===== config.mk =====
export PLATFORM = sky130hd
export DESIGN_NAME = knitting_needle_selector
export DESIGN_NICKNAME = d
export VERILOG_FILES = /design/src/sv/kns_pkg.sv /design/src/sv/kns_modulo.sv /design/src/sv/kns_pattern_mem.sv /design/src/sv/knitting_needle_selector.sv
export SDC_FILE = /design/constraint.sdc
export NUM_CORES = 1
export LEC_CHECK = 0
export BUFFER_PORTS_ARGS = -buffer_cell sky130_fd_sc_hd__buf_2
export CELL_PAD_IN_SITES_DETAIL_PLACEMENT = 2
export CELL_PAD_IN_SITES_GLOBAL_PLACEMENT = 2
export CORE_MARGIN = 4
export CORE_UTILIZATION = 40
export CTS_BUF_LIST = sky130_fd_sc_hd__clkbuf_4 sky130_fd_sc_hd__clkbuf_8
export DETAILED_ROUTE_END_ITERATION = 8
export GPL_ROUTABILITY_DRIVEN = 0
export PLACE_DENSITY_LB_ADDON = 0.1
export SLEW_MARGIN = 20
export SYNTH_ARGS = -nofsm -noshare
export SYNTH_HDL_FRONTEND = slang
export SYNTH_SLANG_ARGS = --single-unit

===== constraint.sdc =====
create_clock -name clk -period 23.5 [get_ports clk]
set_clock_uncertainty 0.05 [all_clocks]
set_input_delay 1.175 -clock clk [delete_from_list [all_inputs] [get_ports clk]]
set_output_delay 1.175 -clock clk [all_outputs]
set_load 0.02 [all_outputs]

===== src/sv/kns_pkg.sv =====
// ----------------------------------------------------------------------------
// kns_pkg
// Shared types, constants and helpers for the knitting needle selector.
// ----------------------------------------------------------------------------
package kns_pkg;

  localparam int PATTERN_NEEDLES_DEF = 200;
  localparam logic [15:0] REQUEST_TIMEOUT_RST = 16'd2000;

  // Field widths of the position and the pattern width
  localparam int POS_W = 16;
  localparam int WID_W = 9;

  // Modulo unit: quotient bits retired per cycle
  localparam int DIV_STEP = 4;
  localparam int DIV_CYC  = POS_W / DIV_STEP;
  localparam int DIV_CNT_W = (DIV_CYC > 1) ? $clog2(DIV_CYC) : 1;

  typedef enum logic [2:0] {
    CMD_SENSOR = 3'd0,
    CMD_START  = 3'd1,
    CMD_BYTE   = 3'd2,
    CMD_DONE   = 3'd3,
    CMD_TICK   = 3'd4
  } cmd_t;

  typedef enum logic [2:0] {
    MODE_START     = 3'd1,
    MODE_REQUEST   = 3'd2,
    MODE_REQUESTED = 3'd3,
    MODE_KNIT      = 3'd4,
    MODE_LAST      = 3'd5
  } mode_t;

  typedef enum logic [1:0] {
    ST_IDLE,
    ST_DIV,
    ST_LOOKUP,
    ST_DONE
  } state_t;

  function automatic logic [POS_W-1:0] step_pos(input logic [POS_W-1:0] p,
                                                input logic right);
    return right ? p + POS_W'(1) : p - POS_W'(1);
  endfunction

endpackage


===== src/sv/kns_modulo.sv =====
// ----------------------------------------------------------------------------
// kns_modulo
// Iterative unsigned remainder: position magnitude mod pattern width.
// ----------------------------------------------------------------------------
module kns_modulo
  import kns_pkg::*;
(
  input  logic             clk,
  input  logic             rst,
  input  logic             start,
  input  logic [POS_W-1:0] dividend,
  input  logic [WID_W-1:0] divisor,
  output logic             done,
  output logic [WID_W-1:0] remainder
);

  logic                 busy;
  logic [DIV_CNT_W-1:0] cnt;
  logic [POS_W-1:0]     dvd;
  logic [POS_W-1:0]     dvd_next;
  logic [WID_W-1:0]     dsr;
  logic [WID_W-1:0]     rem_next;

  // Restoring steps, DIV_STEP bits per cycle
  always_comb begin
    logic [WID_W:0]   t;
    logic [WID_W-1:0] r;
    logic [POS_W-1:0] d;
    r = remainder;
    d = dvd;
    t = '0;
    for (int i = 0; i < DIV_STEP; i++) begin
      t = {r, d[POS_W-1]};
      d = {d[POS_W-2:0], 1'b0};
      if (t >= {1'b0, dsr}) begin
        t = t - {1'b0, dsr};
      end
      r = t[WID_W-1:0];
    end
    rem_next = r;
    dvd_next = d;
  end

  always_ff @(posedge clk) begin
    if (rst) begin
      busy <= 1'b0;
      done <= 1'b0;
      cnt  <= '0;
    end else begin
      done <= 1'b0;
      if (start) begin
        busy <= 1'b1;
        cnt  <= '0;
      end else if (busy) begin
        cnt <= cnt + DIV_CNT_W'(1);
        if (cnt == DIV_CNT_W'(DIV_CYC - 1)) begin
          busy <= 1'b0;
          done <= 1'b1;
        end
      end
    end
  end

  always_ff @(posedge clk) begin
    if (start) begin
      dvd       <= dividend;
      dsr       <= divisor;
      remainder <= '0;
    end else if (busy) begin
      dvd       <= dvd_next;
      remainder <= rem_next;
    end
  end

endmodule


===== src/sv/kns_pattern_mem.sv =====
// ----------------------------------------------------------------------------
// kns_pattern_mem
// Row pattern byte store with registered read and per-byte valid bits.
// ----------------------------------------------------------------------------
module kns_pattern_mem
  import kns_pkg::*;
#(
  parameter int BYTES = (PATTERN_NEEDLES_DEF + 7) / 8,
  parameter int AW    = (BYTES > 1) ? $clog2(BYTES) : 1
) (
  input  logic          clk,
  input  logic          rst,
  input  logic          wr_en,
  input  logic [AW-1:0] wr_addr,
  input  logic [7:0]    wr_data,
  input  logic          rd_en,
  input  logic [AW-1:0] rd_addr,
  output logic [7:0]    rd_data
);

  logic [7:0]       mem [BYTES];
  logic [BYTES-1:0] valid;

  always_ff @(posedge clk) begin
    if (wr_en) begin
      mem[wr_addr] <= wr_data;
    end
    if (rd_en) begin
      rd_data <= valid[rd_addr] ? mem[rd_addr] : 8'd0;
    end
  end

  // Unwritten bytes read as zero
  always_ff @(posedge clk) begin
    if (rst) begin
      valid <= '0;
    end else if (wr_en) begin
      valid[wr_addr] <= 1'b1;
    end
  end

endmodule


===== src/sv/knitting_needle_selector.sv =====
// ----------------------------------------------------------------------------
// knitting_needle_selector
// Carriage tracker and solenoid driver with a byte-wide row pattern store.
// ----------------------------------------------------------------------------
// Flow: an accepted item goes from ST_IDLE to ST_DONE, which loads m_tvalid,
//   when no pattern lookup is needed; a rising clock-pin sample inside the cams
//   while knitting passes through ST_DIV (modulo, done flag) and ST_LOOKUP (one
//   memory read), or skips ST_LOOKUP when the pattern bit lies past the buffer.
//   A new item is taken only back in ST_IDLE; a stalled output holds the input.
// Reset: synchronous, active high; unwritten pattern bytes read as zero.
module knitting_needle_selector
  import kns_pkg::*;
#(
  parameter int PATTERN_NEEDLES = PATTERN_NEEDLES_DEF
) (
  input  logic        clk,
  input  logic        rst,
  // tuser: cmd[2:0]
  // tdata: moving_right[0], inside_cams[1], at_needle_one[2], clock_level[3],
  //        first_needle[11:4], last_needle[19:12], byte_index[24:20],
  //        byte_value[32:25], final_row[33], zero fill[39:34]
  input  logic        s_tvalid,
  output logic        s_tready,
  input  logic [2:0]  s_tuser,
  input  logic [39:0] s_tdata,
  // tdata: solenoid[0], waiting_led[1], row_request[2], row_number[10:3],
  //        zero fill[15:11]
  output logic        m_tvalid,
  input  logic        m_tready,
  output logic [15:0] m_tdata,
  // request_timeout write
  input  logic        cfg_valid,
  output logic        cfg_ready,
  input  logic [15:0] cfg_data
);

  localparam int PAT_BYTES = (PATTERN_NEEDLES + 7) / 8;
  localparam int AW        = (PAT_BYTES > 1) ? $clog2(PAT_BYTES) : 1;

  // Input field unpacking
  logic       moving_right;
  logic       inside_cams;
  logic       at_needle_one;
  logic       clock_level;
  logic [7:0] first_needle;
  logic [7:0] last_needle;
  logic [4:0] byte_index;
  logic [7:0] byte_value;
  logic       final_row;
  cmd_t       cmd;

  assign cmd           = cmd_t'(s_tuser);
  assign moving_right  = s_tdata[0];
  assign inside_cams   = s_tdata[1];
  assign at_needle_one = s_tdata[2];
  assign clock_level   = s_tdata[3];
  assign first_needle  = s_tdata[11:4];
  assign last_needle   = s_tdata[19:12];
  assign byte_index    = s_tdata[24:20];
  assign byte_value    = s_tdata[32:25];
  assign final_row     = s_tdata[33];

  // Tracker state
  logic [15:0]      request_timeout;
  mode_t            mode,           mode_next;
  logic [7:0]       row_count,      row_count_next;
  logic [7:0]       pat_offset,     pat_offset_next;
  logic [WID_W-1:0] pat_width,      pat_width_next;
  logic [POS_W-1:0] needle_pos,     needle_pos_next;
  logic             was_inside,     was_inside_next;
  logic             prev_clock,     prev_clock_next;
  logic             needle_one_seen, needle_one_seen_next;
  logic [15:0]      wait_ticks,     wait_ticks_next;
  logic             solenoid_level, solenoid_level_next;

  // Result fields held until the solenoid is known
  logic       res_led,  res_led_next;
  logic       res_req,  res_req_next;
  logic [7:0] res_row,  res_row_next;

  // Lookup path
  logic             pos_neg;
  logic [2:0]       bit_sel;
  logic             need_select;
  logic             accept;
  logic             div_done;
  logic [WID_W-1:0] div_rem;
  logic [WID_W-1:0] rem_adj;
  logic [WID_W:0]   bit_index;
  logic             bit_in_range;
  logic [7:0]       rd_data;
  logic             div_start;
  logic             rd_en;
  logic             load_out;
  logic             pat_wr;
  logic [15:0]      tick_count;

  state_t state, state_next;

  assign accept    = s_tvalid && s_tready;
  assign cfg_ready = 1'b1;
  assign pat_wr    = accept && (cmd == CMD_BYTE) &&
                     ({1'b0, byte_index} < 6'(PAT_BYTES));
  assign tick_count = (wait_ticks == 16'hFFFF) ? wait_ticks : wait_ticks + 16'd1;

  // Apply one item to the tracker state; solenoid is resolved later when a
  // pattern lookup is needed.
  always_comb begin
    logic [POS_W-1:0] pos_t;
    logic             issue;
    mode_next            = mode;
    row_count_next       = row_count;
    pat_offset_next      = pat_offset;
    pat_width_next       = pat_width;
    needle_pos_next      = needle_pos;
    was_inside_next      = was_inside;
    prev_clock_next      = prev_clock;
    needle_one_seen_next = needle_one_seen;
    wait_ticks_next      = wait_ticks;
    solenoid_level_next  = solenoid_level;
    need_select          = 1'b0;
    issue                = 1'b0;
    pos_t                = needle_pos;
    unique case (cmd)
      CMD_SENSOR: begin
        prev_clock_next = clock_level;
        if (clock_level && !prev_clock) begin
          // Leaving the cams ends a row pass
          if (was_inside != inside_cams) begin
            if (was_inside) begin
              if (mode == MODE_KNIT) begin
                row_count_next = row_count + 8'd1;
                mode_next      = MODE_REQUEST;
              end else if (mode == MODE_LAST) begin
                mode_next            = MODE_START;
                needle_one_seen_next = 1'b0;
              end
              pos_t = step_pos(pos_t, moving_right);
            end
            was_inside_next = inside_cams;
          end
          solenoid_level_next = 1'b0;
          if (inside_cams) begin
            pos_t = step_pos(pos_t, moving_right);
            // First right-moving pass over the marker zeroes the position
            if (at_needle_one && !needle_one_seen && moving_right) begin
              pos_t                = '0;
              needle_one_seen_next = 1'b1;
            end
            need_select = ((mode == MODE_KNIT) || (mode == MODE_LAST)) &&
                          (pat_width != '0);
          end
          needle_pos_next = pos_t;
        end
      end
      CMD_START: begin
        pat_offset_next = first_needle;
        pat_width_next  = (last_needle >= first_needle) ?
                          ({1'b0, last_needle} - {1'b0, first_needle} + WID_W'(1)) :
                          '0;
        row_count_next  = '0;
        mode_next       = MODE_REQUEST;
      end
      CMD_BYTE: begin
      end
      CMD_DONE: begin
        mode_next = final_row ? MODE_LAST : MODE_KNIT;
      end
      CMD_TICK: begin
        if (mode == MODE_REQUESTED) begin
          wait_ticks_next = tick_count;
          issue           = tick_count > request_timeout;
        end
      end
      default: begin
      end
    endcase
    if (mode_next == MODE_REQUEST) begin
      issue = 1'b1;
    end
    if (issue) begin
      mode_next       = MODE_REQUESTED;
      wait_ticks_next = '0;
    end
    res_led_next = (mode_next == MODE_REQUEST) || (mode_next == MODE_REQUESTED);
    res_req_next = issue;
    res_row_next = issue ? row_count_next : 8'd0;
  end

  // Fold the signed position back into [0, width) and add the start offset
  assign rem_adj      = (pos_neg && (div_rem != '0)) ? pat_width - div_rem : div_rem;
  assign bit_index    = {1'b0, rem_adj} + {2'b0, pat_offset};
  assign bit_in_range = bit_index < (WID_W + 1)'(PATTERN_NEEDLES);

  // Next state
  always_comb begin
    state_next = state;
    unique case (state)
      ST_IDLE: begin
        if (accept) begin
          state_next = need_select ? ST_DIV : ST_DONE;
        end
      end
      ST_DIV: begin
        if (div_done) begin
          state_next = bit_in_range ? ST_LOOKUP : ST_DONE;
        end
      end
      ST_LOOKUP: begin
        state_next = ST_DONE;
      end
      ST_DONE: begin
        if (!m_tvalid || m_tready) begin
          state_next = ST_IDLE;
        end
      end
      default: begin
        state_next = ST_IDLE;
      end
    endcase
  end

  // FSM outputs
  always_comb begin
    s_tready  = (state == ST_IDLE);
    div_start = (state == ST_IDLE) && s_tvalid && need_select;
    rd_en     = (state == ST_DIV) && div_done && bit_in_range;
    load_out  = (state == ST_DONE) && (!m_tvalid || m_tready);
  end

  always_ff @(posedge clk) begin
    if (rst) begin
      state           <= ST_IDLE;
      request_timeout <= REQUEST_TIMEOUT_RST;
      mode            <= MODE_START;
      row_count       <= '0;
      pat_offset      <= '0;
      pat_width       <= '0;
      needle_pos      <= '0;
      was_inside      <= 1'b0;
      prev_clock      <= 1'b0;
      needle_one_seen <= 1'b0;
      wait_ticks      <= '0;
      solenoid_level  <= 1'b0;
      m_tvalid        <= 1'b0;
    end else begin
      state <= state_next;
      if (cfg_valid && cfg_ready) begin
        request_timeout <= cfg_data;
      end
      if (accept) begin
        mode            <= mode_next;
        row_count       <= row_count_next;
        pat_offset      <= pat_offset_next;
        pat_width       <= pat_width_next;
        needle_pos      <= needle_pos_next;
        was_inside      <= was_inside_next;
        prev_clock      <= prev_clock_next;
        needle_one_seen <= needle_one_seen_next;
        wait_ticks      <= wait_ticks_next;
        solenoid_level  <= solenoid_level_next;
      end else if (state == ST_LOOKUP) begin
        solenoid_level <= rd_data[bit_sel];
      end
      // Drop the output once taken, refill from the finished item
      if (load_out) begin
        m_tvalid <= 1'b1;
      end else if (m_tready) begin
        m_tvalid <= 1'b0;
      end
    end
  end

  // Payload registers
  always_ff @(posedge clk) begin
    if (accept) begin
      res_led <= res_led_next;
      res_req <= res_req_next;
      res_row <= res_row_next;
      pos_neg <= needle_pos_next[POS_W-1];
    end
    if (rd_en) begin
      bit_sel <= bit_index[2:0];
    end
    if (load_out) begin
      m_tdata <= {5'd0, res_row, res_req, res_led, solenoid_level};
    end
  end

  kns_modulo u_modulo (
    .clk       (clk),
    .rst       (rst),
    .start     (div_start),
    .dividend  (needle_pos_next[POS_W-1] ? -needle_pos_next : needle_pos_next),
    .divisor   (pat_width),
    .done      (div_done),
    .remainder (div_rem)
  );

  kns_pattern_mem #(
    .BYTES (PAT_BYTES),
    .AW    (AW)
  ) u_pattern_mem (
    .clk     (clk),
    .rst     (rst),
    .wr_en   (pat_wr),
    .wr_addr (byte_index[AW-1:0]),
    .wr_data (byte_value),
    .rd_en   (rd_en),
    .rd_addr (bit_index[AW+2:3]),
    .rd_data (rd_data)
  );

`ifndef SYNTHESIS
  // A lookup only follows a finished modulo
  a_lookup_after_div: assert property (@(posedge clk) disable iff (rst)
    (state == ST_LOOKUP) |-> ($past(state) == ST_DIV))
    else $error("pattern lookup without modulo");

  // Modulo completes only while the FSM waits for it
  a_div_done_in_div: assert property (@(posedge clk) disable iff (rst)
    div_done |-> (state == ST_DIV))
    else $error("modulo done outside wait state");

  // A row request always shows the waiting LED
  a_request_led: assert property (@(posedge clk) disable iff (rst)
    (m_tvalid && m_tdata[2]) |-> m_tdata[1])
    else $error("row request without waiting led");

  // Row number is zero unless a request is issued
  a_row_zero: assert property (@(posedge clk) disable iff (rst)
    (m_tvalid && !m_tdata[2]) |-> (m_tdata[10:3] == 8'd0))
    else $error("row number without request");
`endif

endmodule

==> flow_summary.ini <==
[run_status]
status = completed

[cts]
hold_buffers = 0
cts_tree = built
htreeDepth = 3
cts_sinks = 379
clock_latency_ns = 0.65
cts_resized = 0
clk_pin_slew_ns = 0.05
cts_buffer_depth = 3
cts_made_buffers = 71
cts_setup_buffers = 0
cts-root-buf = clkbuf_8

[timing]
min_period_ns = 10.25
rsz0062_at_grt = no
tns_ns = 0
worstMarginPinSlew_ns = 1.08
hold_violations = 0
maxSlewViolCount = 0
fin_crit_sh_pct = 43.6
clock.fmax_mhz = 97.6
slew_headroom_pct = 27.9
final-setup-viol-count = 0

[floorplanning]
start_util_pct = 40.4
io_pins = 83
die_area_um2 = 55500
core-area_um2 = 51300
die_y_um = 236
die_w_um = 236
rows = 83

[layout]
final_common_cell = edfxtp_1
drive_above_1_share_pct = 15.9
final_cell_mix = edfxtp_1 (258), nor2_1 (225), nand2_1 (161)
fillers = 5293
fin_nets = 2188
finalInstanceArea_um2 = 23300
area_delta_synth_final_pct = 12.4

[logic_synthesis]
ys.flop_type = edfxtp_1
postSynthAreaPerCell_um2 = 10.9
synth_cell_types = 84
synth_top_area_share_pct = 37.4
ys.warnings.count = 0
syn-cell-area_um2 = 20700
synth.largest_area_cell = edfxtp_1
synth_area_leaders = edfxtp_1 (37%), dfxtp_1 (12%), ha_1 (7.3%), mux4_2 (6.0%), nor2_1 (4.1%)
synth-edff-count = 258
ys_async_sr_fraction_pct = 0
ys_seq_area_share_pct = 49.1
ys_seq_elements = 379
syn-instance-count = 1899

[drt]
first_iter_violations = 951
dr_wl_met3_um = 2190
met1_length_um = 28000
drtAntennaViolNets = 0
first_pass_iters = 5
wl_um = 64000
wl_met2_um = 32200
post_drt_wl_per_cell_um = 23.4
viasPerCell = 5.63
vias = 15401
routed.top_layer = met4
drc = 0

[global_route]
antenna_found_initial = 5
grt_usage_pct = 22.7
grt_max_degree = 74
grt_pass1_wl_um = 100000
grt_overflow = 0
grt_pass1_vias = 17034

[place]
placed_area_um2 = 21800
hpwl_um = 45600
io_buffers = 70

[job]
drv_cap = 0

[worst_setup_path]
cp_data_arrival_time_ns = 10.73
cp_slowest_cell = o21ai_0
cp-end-kind = flip-flop
cpPeakStageDelay_ns = 0.52
path_max_fanout = 15
reg2reg_from = u_modulo.dvd[15]$_DFFE_PP_
r2r_setup_slack_ns = 13.25
worstPathRequired_ns = 23.98
startpoint_type = flip-flop
crit_type = reg2reg
startpoint = u_modulo.dvd[15]$_DFFE_PP_

[power_and_ir_drop]
ir_drop_mv = 0.0817
power.total_w = 0.00282
leakagePower_nw = 8.85
powerDensity_nw_per_um2 = 121

[worst_hold_path]
hold_path.startpoint = res_row[4]$_SDFFCE_PN0P_
hold_class = reg2reg
==> cell type report <==
cell class	instances	area, um2	share of cell area (%)
inverters	93	349	1.50
repair buffers	90	503	2.16
diodes	5	12.5	0.0537
well taps	680	851	3.65
flip-flops and latches	379	10200	43.7
clock buffers	114	1350	5.80
multi-input cells	1356	9930	42.6
clock inverters	18	124	0.532
==> cell families after synthesis <==
| kind of cell | synth area share (%) |
|---|---|
| compound gates | 12.8 |
| xor+xnor | 4.19 |
| fa+ha+maj | 8.47 |
| buf+inv | 3.27 |
| flops | 49.1 |
| mux | 8.72 |
| other cells | 0.0363 |
| simple gates | 13.4 |
==> synth_stat cells, types with 13 or more instances <==
master	n
edfxtp_1	258
nor2_1	226
nand2_1	161
dfxtp_1	121
ha_1	121
a21oi_1	108
inv_1	93
o21ai_0	86
mux4_2	55
clkbuf_1	50
xnor2_1	50
xor2_1	49
nand3_1	48
mux2i_1	42
a21o_1	29
o21a_1	28
nor3_1	27
nand2b_1	26
a211oi_1	24
nand4_1	20
a31oi_1	18
nor2b_1	17
a22oi_1	14
and3_1	13
mux2_2	13
o21bai_1	13
==> flip-flops by register name (all words and copies together), names as in the netlist, 9 cells and up <==
signal,count
pat_width,9
u_modulo.dsr,9
u_modulo.remainder,9
u_pattern_mem.valid,25
request_timeout,16
u_pattern_mem.mem,200
wait_ticks,16
needle_pos,16
m_tdata,11
u_modulo.dvd,16
==> path summary, 6_finish.rpt <==
path,end,cells past startpoint
setup reg to reg,u_modulo.remainder[2]$_SDFFE_PP0P_,41
hold / removal,m_tdata[7]$_DFFE_PP_,0
setup / recovery,u_modulo.remainder[2]$_SDFFE_PP0P_,41
hold reg to reg,m_tdata[7]$_DFFE_PP_,0
==> layer usage <==
| metal | GRT usage, % | vias to the layer above |
|---|---|---|
| li1 | - | 7192 |
| met1 | 29.1 | 7847 |
| met2 | 39.7 | 259 |
| met3 | 3.63 | 103 |
| met4 | 6.60 | 0 |
| met5 | 0 | - |
==> where the power goes <==
group / switching [W] / leakage (nW) / internal, W
combinational: 0.000824 / 4.75 / 0.000568
sequential: 0.0000254 / 3.32 / 0.000740
clock: 0.000298 / 0.790 / 0.000368
==> per-stage QoR <==
step | setup WS, ns | util, % | instances | hold slack (ns)
2_1_floorplan | 15.28 | - | 1903 | 0.350
3_3_place_gp | 13.42 | 42.5 | 2598 | 0.355
3_5_place_dp | 13.20 | 42.5 | 2598 | 0.370
4_1_cts | 13.15 | 45.3 | 2730 | 0.385
5_1_grt | 12.37 | 45.4 | 2733 | 0.390
6_report | 13.25 | 45.4 | 2735 | 0.381
==> critical path: cells and delay by family, from the launching register on <==
family / cells / cell delay (ns)
and+or+nand+nor: 10 / 1.86
DFF: 1 / 0.44
buffers and inverters: 3 / 0.38
muxes: 2 / 0.70
adders and majority gates: 5 / 1.68
AOI/OAI and AO/OA: 21 / 5.00
(Power assumes the default switching activity.)
